**src/hdl/ttts_pkg.sv**
```systemverilog
`timescale 1ns / 1ps
`default_nettype none

package ttts_pkg;

	// Size of the task table and the widths that follow from it.
	localparam int MAX_TASKS = 16;
	localparam int TASK_W    = (MAX_TASKS > 1) ? $clog2(MAX_TASKS) : 1;
	localparam int WALK_W    = $clog2(MAX_TASKS + 1);

	// Stream payload widths.
	localparam int IN_DATA_W  = 80;
	localparam int IN_USER_W  = 3;
	localparam int OUT_DATA_W = 24;

	// Configuration port.
	localparam int CFG_IDX_W  = 1;
	localparam int CFG_DATA_W = 31;
	localparam logic [CFG_IDX_W-1:0] REG_TYPE_MASK    = 1'b0;
	localparam logic [CFG_IDX_W-1:0] REG_FORCE_RELOAD = 1'b1;

	// Reset values and period limits.
	localparam logic [7:0]  TYPE_MASK_RESET    = 8'hFF;
	localparam logic [30:0] FORCE_RELOAD_RESET = 31'd1000;
	localparam logic [15:0] PERIOD_RESET       = 16'd100;
	localparam logic [15:0] PERIOD_CAP         = 16'hFFFF;
	localparam logic [15:0] PERIOD_FALLBACK    = 16'd10;

	// Operation codes on the input tuser.
	localparam logic [2:0] OP_EXPIRE = 3'd0;
	localparam logic [2:0] OP_RUN    = 3'd1;
	localparam logic [2:0] OP_WRITE  = 3'd2;
	localparam logic [2:0] OP_SET_EN = 3'd3;
	localparam logic [2:0] OP_RELOAD = 3'd4;

	// Classified command as it sits in the queue.
	typedef enum logic [2:0] {
		CMD_EXPIRE,
		CMD_RUN,
		CMD_WRITE,
		CMD_SET_EN,
		CMD_RELOAD,
		CMD_NOP
	} cmd_kind_t;

	typedef struct packed {
		cmd_kind_t         kind;
		logic [TASK_W-1:0] idx;
		logic [31:0]       reload_value;
		logic [31:0]       start_count;
		logic              enable_flag;
		logic [2:0]        task_type;
		logic              entry_used;
	} cmd_t;

	// Queue head as seen by the back end.
	typedef struct packed {
		logic valid;
		cmd_t cmd;
	} q_head_t;

	// One result item.
	typedef struct packed {
		logic        kind;
		logic [3:0]  fired_index;
		logic [15:0] period;
		logic        pass_ran;
		logic        last;
	} out_item_t;

	typedef enum logic [2:0] {
		ST_IDLE,
		ST_RELOAD,
		ST_WALK,
		ST_DRAIN,
		ST_CLAMP,
		ST_FIRED,
		ST_STATUS
	} state_t;

endpackage

`default_nettype wire

```
**src/hdl/tickless_task_timer_scheduler_core.sv**
```systemverilog
`timescale 1ns / 1ps
`default_nettype none

// Tickless task timer scheduler. The block keeps a table of sixteen periodic
// task timers and a 16-bit timer compare period. Each input item carries an
// operation on tuser: timer expired, run request, write entry, set enabled
// or reload entry. A timer expiry latches the period as pending elapsed time
// and, once the force counter has gone negative, runs a scheduling pass; a
// run request runs a pass whenever pending time is nonzero. A pass charges
// the pending time to every active entry, reports each entry that reaches
// zero and reloads it, and then sets the new period from a running minimum
// over the remaining counts of the valid entries, which the first valid
// entry seeds even at zero and only nonzero counts lower. Every input item
// yields one or more result items: one item per fired entry in ascending
// entry order (tuser 0), then a status item (tuser 1, tlast high). All of
// them carry the period in force after the whole input. A front end decodes
// and checks incoming items into a two-deep command queue, so the input
// side keeps accepting while the back end works until the queue is full;
// the back end executes one command at a time. A command without a pass
// goes straight to its status item, a reload entry through a reload step
// first. A pass takes the command, walks the table through the single read
// port of the entry memories, drains the pipeline, clamps the period, sends
// one item per fired entry and then the status item. The output register
// lets the block prepare the next item while the downstream side stalls.
// Configuration writes must only be issued while the block is idle.

module tickless_task_timer_scheduler_core (
	input  wire logic                             clk,
	input  wire logic                             arst_n,

	input  wire logic                             cfg_we,
	input  wire logic [ttts_pkg::CFG_IDX_W-1:0]   cfg_index,
	input  wire logic [ttts_pkg::CFG_DATA_W-1:0]  cfg_data,

	input  wire logic                             s_tvalid,
	output logic                                  s_tready,
	// index[3:0], reload_value[35:4], start_count[67:36], enable_flag[68],
	// task_type[71:69], entry_used[72], zero padding [79:73]
	input  wire logic [ttts_pkg::IN_DATA_W-1:0]   s_tdata,
	// op[2:0]
	input  wire logic [ttts_pkg::IN_USER_W-1:0]   s_tuser,

	output logic                                  m_tvalid,
	input  wire logic                             m_tready,
	// fired_index[3:0], period[19:4], pass_ran[20], zero padding [23:21]
	output logic [ttts_pkg::OUT_DATA_W-1:0]       m_tdata,
	// kind[0]
	output logic                                  m_tuser,
	output logic                                  m_tlast
);

	logic                q_full;
	logic                push;
	ttts_pkg::cmd_t      push_cmd;
	ttts_pkg::q_head_t   head;
	logic                pop;
	ttts_pkg::out_item_t out_item;

	ttts_front u_front (
		.s_tvalid (s_tvalid),
		.s_tready (s_tready),
		.s_tdata  (s_tdata),
		.s_tuser  (s_tuser),
		.q_full   (q_full),
		.push     (push),
		.push_cmd (push_cmd)
	);

	ttts_cmdq u_cmdq (
		.clk      (clk),
		.arst_n   (arst_n),
		.push     (push),
		.push_cmd (push_cmd),
		.full     (q_full),
		.head     (head),
		.pop      (pop)
	);

	ttts_back u_back (
		.clk       (clk),
		.arst_n    (arst_n),
		.cfg_we    (cfg_we),
		.cfg_index (cfg_index),
		.cfg_data  (cfg_data),
		.head      (head),
		.pop       (pop),
		.out_valid (m_tvalid),
		.out_item  (out_item),
		.out_ready (m_tready)
	);

	// Pack the result item onto the stream.
	assign m_tdata = {3'b000, out_item.pass_ran, out_item.period, out_item.fired_index};
	assign m_tuser = out_item.kind;
	assign m_tlast = out_item.last;

endmodule

`default_nettype wire

```
**src/hdl/ttts_front.sv**
```systemverilog
`timescale 1ns / 1ps
`default_nettype none

module ttts_front (
	input  wire logic                            s_tvalid,
	output logic                                 s_tready,
	input  wire logic [ttts_pkg::IN_DATA_W-1:0]  s_tdata,
	input  wire logic [ttts_pkg::IN_USER_W-1:0]  s_tuser,
	input  wire logic                            q_full,
	output logic                                 push,
	output ttts_pkg::cmd_t                       push_cmd
);

	logic [3:0] index;
	logic       idx_ok;

	assign index    = s_tdata[3:0];
	assign idx_ok   = 8'(index) < 8'(ttts_pkg::MAX_TASKS);
	assign s_tready = !q_full;
	assign push     = s_tvalid && !q_full;

	// Table ops that address an entry outside the table become no-ops here.
	always_comb begin
		push_cmd.idx          = ttts_pkg::TASK_W'(index);
		push_cmd.reload_value = s_tdata[35:4];
		push_cmd.start_count  = s_tdata[67:36];
		push_cmd.enable_flag  = s_tdata[68];
		push_cmd.task_type    = s_tdata[71:69];
		push_cmd.entry_used   = s_tdata[72];
		unique case (s_tuser)
			ttts_pkg::OP_EXPIRE: push_cmd.kind = ttts_pkg::CMD_EXPIRE;
			ttts_pkg::OP_RUN:    push_cmd.kind = ttts_pkg::CMD_RUN;
			ttts_pkg::OP_WRITE:  push_cmd.kind = idx_ok ? ttts_pkg::CMD_WRITE : ttts_pkg::CMD_NOP;
			ttts_pkg::OP_SET_EN: push_cmd.kind = idx_ok ? ttts_pkg::CMD_SET_EN : ttts_pkg::CMD_NOP;
			ttts_pkg::OP_RELOAD: push_cmd.kind = idx_ok ? ttts_pkg::CMD_RELOAD : ttts_pkg::CMD_NOP;
			default:             push_cmd.kind = ttts_pkg::CMD_NOP;
		endcase
	end

endmodule

`default_nettype wire

```
**src/hdl/ttts_cmdq.sv**
```systemverilog
`timescale 1ns / 1ps
`default_nettype none

module ttts_cmdq (
	input  wire logic            clk,
	input  wire logic            arst_n,
	input  wire logic            push,
	input  wire ttts_pkg::cmd_t  push_cmd,
	output logic                 full,
	output ttts_pkg::q_head_t    head,
	input  wire logic            pop
);

	ttts_pkg::cmd_t slot_q [2];
	logic           wr_ptr_q;
	logic           rd_ptr_q;
	logic [1:0]     count_q;

	assign full       = count_q == 2'd2;
	assign head.valid = count_q != 2'd0;
	assign head.cmd   = slot_q[rd_ptr_q];

	always_ff @(posedge clk or negedge arst_n) begin
		if (!arst_n) begin
			wr_ptr_q <= 1'b0;
			rd_ptr_q <= 1'b0;
			count_q  <= 2'd0;
		end else begin
			if (push) begin
				wr_ptr_q <= !wr_ptr_q;
			end
			if (pop) begin
				rd_ptr_q <= !rd_ptr_q;
			end
			if (push && !pop) begin
				count_q <= count_q + 2'd1;
			end else if (pop && !push) begin
				count_q <= count_q - 2'd1;
			end
		end
	end

	always_ff @(posedge clk) begin
		if (push) begin
			slot_q[wr_ptr_q] <= push_cmd;
		end
	end

	a_no_push_full: assert property (@(posedge clk) disable iff (!arst_n)
		!(push && full))
		else $error("command pushed into a full queue");

	a_no_pop_empty: assert property (@(posedge clk) disable iff (!arst_n)
		pop |-> count_q != 2'd0)
		else $error("command popped from an empty queue");

endmodule

`default_nettype wire

```
**src/hdl/ttts_back.sv**
```systemverilog
`timescale 1ns / 1ps
`default_nettype none

module ttts_back (
	input  wire logic                              clk,
	input  wire logic                              arst_n,
	input  wire logic                              cfg_we,
	input  wire logic [ttts_pkg::CFG_IDX_W-1:0]    cfg_index,
	input  wire logic [ttts_pkg::CFG_DATA_W-1:0]   cfg_data,
	input  wire ttts_pkg::q_head_t                 head,
	output logic                                   pop,
	output logic                                   out_valid,
	output ttts_pkg::out_item_t                    out_item,
	input  wire logic                              out_ready
);

	localparam int N = ttts_pkg::MAX_TASKS;
	localparam int TW = ttts_pkg::TASK_W;

	// Configuration.
	logic [7:0]  mask_q;
	logic [30:0] freload_q;

	// Scheduler state.
	ttts_pkg::state_t state_q, state_d;
	ttts_pkg::cmd_t   cmd_q;
	logic [N-1:0]     entry_valid_q;
	logic [N-1:0]     entry_en_q;
	logic [15:0]      pending_q;
	logic [15:0]      period_q;
	logic [32:0]      fc_q;
	logic             ran_q;
	logic [N-1:0]     fired_q;
	logic [ttts_pkg::WALK_W-1:0] walk_q;
	logic [31:0]      best_q;
	logic             have_first_q;

	// Entry storage.
	logic [2:0]  type_mem   [N];
	logic [31:0] reload_mem [N];
	logic [31:0] rem_mem    [N];

	// Walk pipeline.
	logic          go_s1;
	logic [TW-1:0] idx_s1;
	logic [2:0]    rd_type_s1;
	logic [31:0]   rd_reload_s1;
	logic [31:0]   rd_rem_s1;
	logic          go_s2;
	logic          valid_s2;
	logic [31:0]   rem_s2;

	// Output register.
	logic                out_valid_q;
	ttts_pkg::out_item_t out_item_q;

	// Combinational controls.
	logic          start_pass;
	logic          idle_pop;
	logic [TW-1:0] rd_addr;
	logic          ent_we;
	logic          rem_we;
	logic [TW-1:0] rem_wa;
	logic [31:0]   rem_wd;
	logic          out_free;
	logic          out_load;
	ttts_pkg::out_item_t out_next;
	logic          clr_fired;
	logic [TW-1:0] low_idx;

	// Stage 2 of the walk: charge pending time and decide on firing.
	logic        active_s1;
	logic [32:0] diff_s1;
	logic [31:0] sat_s1;
	logic        fire_s1;
	logic [31:0] new_rem_s1;

	assign active_s1  = go_s1 && entry_valid_q[idx_s1] && entry_en_q[idx_s1]
		&& mask_q[rd_type_s1];
	assign diff_s1    = {1'b0, rd_rem_s1} - 33'(pending_q);
	assign sat_s1     = diff_s1[32] ? 32'd0 : diff_s1[31:0];
	assign fire_s1    = active_s1 && (sat_s1 == 32'd0);
	assign new_rem_s1 = active_s1 ? (fire_s1 ? rd_reload_s1 : sat_s1) : rd_rem_s1;

	assign out_free  = !out_valid_q || out_ready;
	assign out_valid = out_valid_q;
	assign out_item  = out_item_q;

	always_comb begin
		low_idx = '0;
		for (int i = N - 1; i >= 0; i--) begin
			if (fired_q[i]) begin
				low_idx = TW'(i);
			end
		end
	end

	always_comb begin
		state_d    = state_q;
		pop        = 1'b0;
		idle_pop   = 1'b0;
		start_pass = 1'b0;
		rd_addr    = walk_q[TW-1:0];
		ent_we     = 1'b0;
		rem_we     = 1'b0;
		rem_wa     = idx_s1;
		rem_wd     = new_rem_s1;
		out_load   = 1'b0;
		clr_fired  = 1'b0;
		out_next   = '{kind: 1'b1, fired_index: 4'd0, period: period_q,
			pass_ran: ran_q, last: 1'b1};

		if (go_s1 && active_s1) begin
			rem_we = 1'b1;
		end

		unique case (state_q)
			ttts_pkg::ST_IDLE: begin
				if (head.valid) begin
					pop      = 1'b1;
					idle_pop = 1'b1;
					rd_addr  = head.cmd.idx;
					state_d  = ttts_pkg::ST_STATUS;
					case (head.cmd.kind)
						ttts_pkg::CMD_EXPIRE: begin
							if (fc_q[32] && period_q != 16'd0) begin
								start_pass = 1'b1;
							end
						end
						ttts_pkg::CMD_RUN: begin
							if (pending_q != 16'd0) begin
								start_pass = 1'b1;
							end
						end
						ttts_pkg::CMD_WRITE: begin
							ent_we = 1'b1;
							rem_we = 1'b1;
							rem_wa = head.cmd.idx;
							rem_wd = head.cmd.start_count;
						end
						ttts_pkg::CMD_RELOAD: begin
							state_d = ttts_pkg::ST_RELOAD;
						end
						default: begin
						end
					endcase
					if (start_pass) begin
						state_d = ttts_pkg::ST_WALK;
					end
				end
			end
			ttts_pkg::ST_RELOAD: begin
				rem_we  = 1'b1;
				rem_wa  = cmd_q.idx;
				rem_wd  = rd_reload_s1;
				state_d = ttts_pkg::ST_STATUS;
			end
			ttts_pkg::ST_WALK: begin
				if (walk_q == ttts_pkg::WALK_W'(N - 1)) begin
					state_d = ttts_pkg::ST_DRAIN;
				end
			end
			ttts_pkg::ST_DRAIN: begin
				if (!go_s1 && !go_s2) begin
					state_d = ttts_pkg::ST_CLAMP;
				end
			end
			ttts_pkg::ST_CLAMP: begin
				state_d = ttts_pkg::ST_FIRED;
			end
			ttts_pkg::ST_FIRED: begin
				if (fired_q == '0) begin
					state_d = ttts_pkg::ST_STATUS;
				end else if (out_free) begin
					out_load  = 1'b1;
					clr_fired = 1'b1;
					out_next  = '{kind: 1'b0, fired_index: 4'(low_idx), period: period_q,
						pass_ran: ran_q, last: 1'b0};
				end
			end
			ttts_pkg::ST_STATUS: begin
				if (out_free) begin
					out_load = 1'b1;
					state_d  = ttts_pkg::ST_IDLE;
				end
			end
			default: begin
				state_d = ttts_pkg::ST_IDLE;
			end
		endcase
	end

	always_ff @(posedge clk or negedge arst_n) begin
		if (!arst_n) begin
			state_q <= ttts_pkg::ST_IDLE;
		end else begin
			state_q <= state_d;
		end
	end

	always_ff @(posedge clk or negedge arst_n) begin
		if (!arst_n) begin
			mask_q        <= ttts_pkg::TYPE_MASK_RESET;
			freload_q     <= ttts_pkg::FORCE_RELOAD_RESET;
			entry_valid_q <= '0;
			entry_en_q    <= '0;
			pending_q     <= 16'd0;
			period_q      <= ttts_pkg::PERIOD_RESET;
			fc_q          <= {2'b00, ttts_pkg::FORCE_RELOAD_RESET};
			ran_q         <= 1'b0;
			fired_q       <= '0;
			walk_q        <= '0;
			best_q        <= 32'd0;
			have_first_q  <= 1'b0;
			go_s1         <= 1'b0;
			go_s2         <= 1'b0;
			out_valid_q   <= 1'b0;
		end else begin
			if (cfg_we) begin
				if (cfg_index == ttts_pkg::REG_TYPE_MASK) begin
					mask_q <= cfg_data[7:0];
				end else if (cfg_index == ttts_pkg::REG_FORCE_RELOAD) begin
					freload_q <= cfg_data[30:0];
				end
			end

			if (idle_pop) begin
				ran_q <= start_pass;
				case (head.cmd.kind)
					ttts_pkg::CMD_EXPIRE: begin
						pending_q <= period_q;
						if (fc_q[32]) begin
							fc_q <= {2'b00, freload_q};
						end else begin
							fc_q <= fc_q - 33'(period_q);
						end
					end
					ttts_pkg::CMD_WRITE: begin
						entry_valid_q[head.cmd.idx] <= head.cmd.entry_used;
						entry_en_q[head.cmd.idx]    <= head.cmd.enable_flag;
					end
					ttts_pkg::CMD_SET_EN: begin
						entry_en_q[head.cmd.idx] <= head.cmd.enable_flag;
					end
					default: begin
					end
				endcase
			end

			// Walk: issue one table read per cycle.
			if (start_pass) begin
				walk_q       <= '0;
				fired_q      <= '0;
				best_q       <= 32'd0;
				have_first_q <= 1'b0;
			end else if (state_q == ttts_pkg::ST_WALK) begin
				walk_q <= walk_q + ttts_pkg::WALK_W'(1);
			end
			go_s1 <= (state_q == ttts_pkg::ST_WALK);

			if (fire_s1) begin
				fired_q[idx_s1] <= 1'b1;
			end else if (clr_fired) begin
				fired_q[low_idx] <= 1'b0;
			end

			go_s2 <= go_s1;

			// Stage 3: running minimum, the first valid entry seeds it even at zero.
			if (go_s2 && valid_s2) begin
				if (!have_first_q) begin
					best_q       <= rem_s2;
					have_first_q <= 1'b1;
				end else if (best_q > rem_s2 && rem_s2 != 32'd0) begin
					best_q <= rem_s2;
				end
			end

			if (state_q == ttts_pkg::ST_CLAMP) begin
				pending_q <= 16'd0;
				fc_q      <= {2'b00, freload_q};
				if (best_q == 32'd0) begin
					period_q <= ttts_pkg::PERIOD_FALLBACK;
				end else if (best_q > 32'(ttts_pkg::PERIOD_CAP)) begin
					period_q <= ttts_pkg::PERIOD_CAP;
				end else begin
					period_q <= best_q[15:0];
				end
			end

			if (out_load) begin
				out_valid_q <= 1'b1;
			end else if (out_ready) begin
				out_valid_q <= 1'b0;
			end
		end
	end

	// Payload registers and entry memories.
	always_ff @(posedge clk) begin
		if (ent_we) begin
			type_mem[head.cmd.idx]   <= head.cmd.task_type;
			reload_mem[head.cmd.idx] <= head.cmd.reload_value;
		end
		if (rem_we) begin
			rem_mem[rem_wa] <= rem_wd;
		end
		rd_type_s1   <= type_mem[rd_addr];
		rd_reload_s1 <= reload_mem[rd_addr];
		rd_rem_s1    <= rem_mem[rd_addr];
		idx_s1       <= rd_addr;
		if (idle_pop) begin
			cmd_q <= head.cmd;
		end
		valid_s2 <= entry_valid_q[idx_s1];
		rem_s2   <= new_rem_s1;
		if (out_load) begin
			out_item_q <= out_next;
		end
	end

	a_period_nonzero: assert property (@(posedge clk) disable iff (!arst_n)
		period_q != 16'd0)
		else $error("timer period reached zero");

	a_status_after_fired: assert property (@(posedge clk) disable iff (!arst_n)
		state_q == ttts_pkg::ST_STATUS |-> fired_q == '0)
		else $error("status item reached with fired entries still pending");

	a_last_is_status: assert property (@(posedge clk) disable iff (!arst_n)
		out_valid_q |-> out_item_q.last == out_item_q.kind)
		else $error("last flag and item kind disagree");

	a_walk_idle_pipe: assert property (@(posedge clk) disable iff (!arst_n)
		state_q == ttts_pkg::ST_IDLE |-> !go_s1 && !go_s2)
		else $error("walk pipeline busy while idle");

endmodule

`default_nettype wire

```
**config.mk**
```make
export PLATFORM = sky130hd
export DESIGN_NAME = tickless_task_timer_scheduler_core
export DESIGN_NICKNAME = d
export VERILOG_FILES = /design/src/hdl/ttts_pkg.sv /design/src/hdl/tickless_task_timer_scheduler_core.sv /design/src/hdl/ttts_front.sv /design/src/hdl/ttts_cmdq.sv /design/src/hdl/ttts_back.sv
export SDC_FILE = /design/constraint.sdc
export NUM_CORES = 2
export LEC_CHECK = 0
export ABC_AREA = 1
export BUFFER_PORTS_ARGS = -buffer_cell sky130_fd_sc_hd__buf_4
export CAP_MARGIN = 20
export CORE_MARGIN = 3
export CORE_UTILIZATION = 60
export DETAILED_ROUTE_END_ITERATION = 10
export GPL_TIMING_DRIVEN = 0
export PLACE_DENSITY = 0.77
export REMOVE_ABC_BUFFERS = 1
export SLEW_MARGIN = 20
export SYNTH_ARGS = -nofsm -noshare
export SYNTH_HDL_FRONTEND = slang
export SYNTH_SLANG_ARGS = --single-unit
```
**constraint.sdc**
```tcl
create_clock -name clk -period 4.75 [get_ports clk]
set_input_delay 0.2375 -clock clk [delete_from_list [all_inputs] [get_ports clk]]
set_output_delay 0.2375 -clock clk [all_outputs]
set_load 0.01 [all_outputs]
```
Word level (Yosys, flattened, before mapping)
Memory sizes are Yosys's and may differ from the RTL's. A register that Yosys moved wholly into a read port is not among the register bits.
Cells that the tools add are included.
Cells by class
  $add $sub $neg: 5
  $lt $le $gt $ge: 9
  eq/ne operators: 21
  muxes and demuxes: 104
  bitwise gates (word level): 6
  reduce and logical (&&, ||, !) cells: 48
Operators by type and width (count)
  $mux W32: 9
  $mux W33: 4
  $mux W16: 8
  $mux W4: 20
  $logic_not A32 Y1: 2
  $pmux W32 S2: 1
  $mux W18: 2
  $mux W1: 34
  $sub A32 B16 Y33: 1
  $sub A33 B16 Y33: 1
  $bwmux W16: 2
  $gt A32 B16 Y1 const B: 1
  $gt A32 B32 Y1: 1
  $reduce_bool A16 Y1: 2
  $reduce_bool A32 Y1: 1
  $mux W23: 1
  $mux W3: 7
  $pmux W3 S7: 1
  $eq A3 B2 Y1 const B: 6
  $and A16 B16 Y16: 1
  $logic_not A16 Y1: 1
  $not A16 Y16: 1
  $or A16 B16 Y16: 1
  $eq A3 B3 Y1 const B: 5
  other kinds (29): 80
Word-level totals
  flip-flop bits (word level): 265
  RAM bits: 1224
  bits of input ports: 120
  memories kept: 4
Memories
  u_back.reload_mem: words 16, width 32, read ports 1, clocked after memory_dff 1, wr ports 1, RTL line ttts_back.sv:40  | logic [31:0] reload_mem [N];
  u_back.rem_mem: words 16, width 32, read ports 1, clocked after memory_dff 1, wr ports 1, RTL line ttts_back.sv:41  | logic [31:0] rem_mem [N];
  u_cmdq.slot_q: words 2, width 76, read ports 1, clocked after memory_dff 0, wr ports 1, RTL line ttts_cmdq.sv:14  | ttts_pkg::cmd_t slot_q [2];
  u_back.type_mem: words 16, width 3, read ports 1, clocked after memory_dff 1, wr ports 1, RTL line ttts_back.sv:39  | logic [2:0] type_mem [N];

Depth between registers and ports, before layout
  depth after elaboration: 24
  mapped depth: 25
  depth with buffers taken out: 23

Hierarchy
Synthesis repeated with hierarchy kept, for this count alone.
Second synthesis, totals
  cell total of the unflattened synthesis: 5630
  area total of the unflattened synthesis: 65409.0 µm²
By module, submodules not included
  ttts_back: instances 1, cells an instance 5282, area each 58974.1 µm²
  ttts_cmdq: instances 1, cells an instance 262, area each 5826.8 µm²
  ttts_front: instances 1, cells an instance 82, area each 581.8 µm²
  tickless_task_timer_scheduler_core: instances 1, cells an instance 4, area each 26.3 µm²

Worst setup path after synthesis
Ideal clock, no wire load.
  path type: register to register
  start: register u_cmdq.count_q[0]
  end: memory u_cmdq.slot_q[1][0] (netlist name), enable pin
  library setup time: 512 ps
  data arrival time: 3862 ps
  required time: 4238 ps
  path slack: 376 ps
  stages on the path, launching flop included: 5
  path through: dfrtp_1 -> inv_1 -> nand2_1 -> nand2_1 -> nor2_1
On the way
  longest elaborated chain between the ends: 5
RTL lines
  start, declared: RTL line ttts_cmdq.sv:17  | logic [1:0] count_q;
  start signal, assigned: RTL line ttts_cmdq.sv:36  | count_q <= count_q + 2'd1;
  start signal, assigned: RTL line ttts_cmdq.sv:38  | count_q <= count_q - 2'd1;
  $eq A2 B2 Y1: RTL line ttts_cmdq.sv:19  | assign full = count_q == 2'd2;
  $logic_not A1 Y1
  named net s_tready: RTL line tickless_task_timer_scheduler_core.sv:36  | output logic s_tready,
  $logic_and A1 B1 Y1: RTL line ttts_front.sv:20  | assign push = s_tvalid && !q_full;
  $mux W1: RTL line ttts_cmdq.sv:44  | if (push) begin
  $mux W1 (implied by the code): RTL line ttts_cmdq.sv:45  | slot_q[wr_ptr_q] <= push_cmd;
  end, declared: RTL line ttts_cmdq.sv:14
The timed path passes the listed nets, and every way through them passes these cells.

Worst setup path after layout
  start: register u_cmdq.rd_ptr_q
  end: memory u_back.rem_mem[2][17], enable pin
On the way
  longest elaborated chain between the ends: 7
  elaborated cells between the ends (all ways): 10
RTL lines
  start, declared: RTL line ttts_cmdq.sv:16  | logic rd_ptr_q;
  start signal, assigned: RTL line ttts_cmdq.sv:33  | rd_ptr_q <= !rd_ptr_q;
  $mem_v2 Z2 W76 (*)
  $eq A3 B2 Y1: RTL line ttts_back.sv:124  | case (head.cmd.kind)
  $mux W1: RTL line ttts_back.sv:124
  $mux W1: RTL line ttts_back.sv:119  | if (head.valid) begin
  $pmux W1 S2: RTL line ttts_back.sv:117  | unique case (state_q)
  $mux W1: RTL line ttts_back.sv:305  | if (rem_we) begin
  $mux W1 (implied by the code): RTL line ttts_back.sv:306  | rem_mem[rem_wa] <= rem_wd;
  end, declared: RTL line ttts_back.sv:41
Mark *: on every way between the ends. The rest lies on a longest branch, timed or not.

==> qor.csv <==
metric,value,unit
status,"complete, no violations",
top-count cell post-synth,edfxtp_1,
I/O Pins,148,
"Req. time, crit path",5220,ps
fillers,6815,
root buffer cell,clkbuf_16,
highest clock rate,0.2139,GHz
fin crit period,4675,ps
residual DRC count,0,
CTS Buffer Depth,3,
Post-synth EDFFs,1250,
Detailed Routing Iterations Pass 1,6,
cell family with most CP delay,simple AND/OR/NAND/NOR gates,
ranking of synthesized cells by area,"edfxtp_1 (58%), dfrtp_1 (6.9%), o21ai_0 (5.7%)",
Pwr per Cell Area,693.9,nW/um^2
hpwl dp,115.4,mm
WP buf/inv,2,
Final Max Slew Viols,0,
Critical Path AT,5140,ps
min-delay worst type,input pin to async pin,
cts bufs inserted,152,
Slew @ Worst Pin,1001,ps
Max-Slew Margin vs Limit,33.16,%
P&R area growth vs syn,17.88,%
routability cong.,0.9428,
critical setup path kind,register to register,
DRT iter0 DRCs,6284,
"Reg clk slew, reported paths",60,ps
Setup TNS,0,ps
Die Wd,335.2,um
initial antenna violation count,1,
Vias/cell,6.342,
pin count of the biggest net entering global routing,140,
Initial Utilization,60.56,%
Yosys reg bits,1555,
Setup crit start kind,register,
layout cell share with drive strength beyond 1,11.03,%
row cnt,120,
Highest Signal Layer,met4,
Final Hold Fails,0,
CP Max Fanout,19,
routed vias,47640,
"area leader, netlist",edfxtp_1,
cell area after synthesis,65010,um^2
max incr delay on CP,740,ps
maximum vdd drop,0.0008371,V
Util after Layout,71.39,%
Final Setup Violations,0,
met2 WL,88.68,mm
CP Cell Sequence,inv_2 > or2_2 > o21ai_0 > o211ai_1 > nor2_1 > nor2_1 > a21oi_1 > nand3_1 > nor2_4 > buf_12,
Die Span Y,335.2,um
max-cap violations,0,
"FFs w/ async S/R, synth",12.93,%
period utilization,98.42,%
"Seq/Total Area, Yosys",68.72,%
Met3 Wirelength,19.46,mm
final WL,186.4,mm
metal1 wirelength,68.86,mm
top cell type's share of synthesized area,57.73,%
Clock Skews,38.22,ps
GRT Util Overall,32.48,%
Port Buffer Count,137,
ys flop type,edfxtp_1,
Synth Warn #,0,
layout net count,6169,
number of global-route vias before repair,46460,
slowest CP cell,nor2_4,
nature of the critical path endpoint,register,
die area,112300,um^2
drt wl/cell,24.81,um
Reg2Reg Depth,10,
Post-Synthesis Cells,5736,
H-tree depth,4,
CTS tree,done,
Core Area,107400,um^2
first-pass GRT wire length,274.7,mm
distinct cell type count after synthesis,56,
Pleak,28.43,nW
clk sinks,1555,
Synth Area per Inst,11.33,um^2
ANT nets after route,0,
Commonest cells post-synth,"edfxtp_1 (1250), nand2_1 (852), nor2_1 (827)",
CP dominant cell by count,nor2_1,
critical path depth,10,
clk_lat worst skew,790,ps
Tot Pwr,53.18,mW
total gr overflow,0,
[power by group]
group	switching, mW	leakage, nW	internal (mW)
combinational	15.1	11.2	6.70
sequential	1.12	14.8	18.2
clock	5.16	2.48	6.92
[per-stage QoR]
stage	hold WS (ps)	setup WS (ps)	instance area (um^2)	std cells
floorplan	-58.09	-18060	63740	5424
CTS	12.08	15.40	76440	7501
global placement	387.6	-42970	66520	6964
global route	42.67	-69.68	76640	7512
finish	59.75	74.89	76640	7513
detailed placement	192.0	-984.6	70100	7093
[registers in the layout (all words and copies together) (netlist names), 2 cells and up]
| signal | count |
|---|---|
| u_back.best_q | 32 |
| u_back.cmd_q | 4 |
| u_back.entry_en_q | 16 |
| u_back.entry_valid_q | 16 |
| u_back.fc_q | 33 |
| u_back.fired_q | 16 |
| u_back.freload_q | 31 |
| u_back.idx_s1 | 4 |
| u_back.mask_q | 8 |
| u_back.out_item | 22 |
| u_back.pending_q | 16 |
| u_back.period_q | 16 |
| u_back.rd_reload_s1 | 32 |
| u_back.rd_rem_s1 | 32 |
| u_back.rd_type_s1 | 3 |
| u_back.reload_mem | 512 |
| u_back.rem_mem | 512 |
| u_back.rem_s2 | 32 |
| u_back.state_q | 3 |
| u_back.type_mem | 48 |
| u_back.walk_q | 5 |
| u_cmdq.count_q | 2 |
| u_cmdq.slot_q | 152 |
[per-layer routing]
metal  up-vias  GRT usage [%]
li1      20910              -
met2      3075          52.02
met5         -              0
met4         0          17.06
met3       668          6.983
met1     22990          42.05
[cells in the final DEF, fill, tap and decap left out, drive strengths merged, types with 2 or more instances in the layout]
| cell type | count |
|---|---|
| bufinv | 8 |
| o221ai | 200 |
| nor2 | 836 |
| nand3b | 7 |
| o21a | 12 |
| xor2 | 11 |
| ha | 68 |
| fa | 2 |
| a32oi | 2 |
| nand4 | 32 |
| clkinvlp | 3 |
| dfstp | 23 |
| nor4 | 18 |
| o22ai | 108 |
| o211ai | 80 |
| dfrtp | 178 |
| mux2 | 24 |
| a221oi | 2 |
| or4 | 2 |
| a21o | 2 |
| a21oi | 98 |
| o31ai | 4 |
| o21ai | 745 |
| nand3 | 266 |
| xnor2 | 10 |
| clkinv | 49 |
| mux2i | 36 |
| dfxtp | 104 |
| or2 | 11 |
| a32o | 2 |
| edfxtp | 1250 |
| inv | 414 |
| a31oi | 3 |
| buf | 280 |
| o21bai | 5 |
| conb | 3 |
| nand2 | 857 |
| nor3 | 13 |
| clkbuf | 218 |
| dlygate4sd3 | 117 |
[worst paths after layout]
check / from / to / slack [ps]
worst max-delay path: u_cmdq.rd_ptr_q / u_back.rem_mem[2][17] / 70
worst min-delay path: arst_n / u_back.fc_q[9] / 60
worst max register to register: u_cmdq.rd_ptr_q / u_back.rem_mem[2][17] / 70
worst min register to register: u_back.go_s1 / u_back.go_s2 / 410
max in group asynchronous: arst_n / u_back.entry_en_q[3] / 3850
min in group clk: s_tdata[4] / u_cmdq.slot_q[1][37] / 170
[logic make-up after synthesis]
kind of cell	after synthesis	share of synthesized area (%)
simple gates	2042	12.69
compound gates	1267	11.64
other cells	1	0.005768
fa+ha+maj	70	1.370
flops	1555	68.72
xor+xnor	21	0.2829
mux	60	0.9699
buf+inv	720	4.322
[worst reg2reg max path, cell delays in order (launching register included)]
cell	delay [ps]
dfrtp_4	700
inv_2	250
or2_2	320
o21ai_0	350
o211ai_1	390
nor2_1	380
nor2_1	190
a21oi_1	330
nand3_1	400
nor2_4	740
buf_12	290
[timing repair]
action | 4_1_cts | 5_1_grt
endpoints found under the setup margin | 582 | 747
hold buffers | 118 | 0
buffers inserted | 4 | 9
cloned | 2 | 2
gates resized for setup | 5 | 7
hold endpoints to repair | 315 | 0
pin swaps | 2 | 7
[area by class of cell]
type	instances	area, um^2	share of cell area (%)
clock inverters	68	683.2	0.8914
inverters	406	1554	2.028
repair buffers	399	5628	7.343
flip-flops and latches	1555	44680	58.30
well taps	1403	1755	2.290
clock buffers	216	4383	5.719
diodes	1	2.502	0.003265
multi-input cells	3465	17950	23.43
No activity file was read; power rests on OpenSTA's default activity.
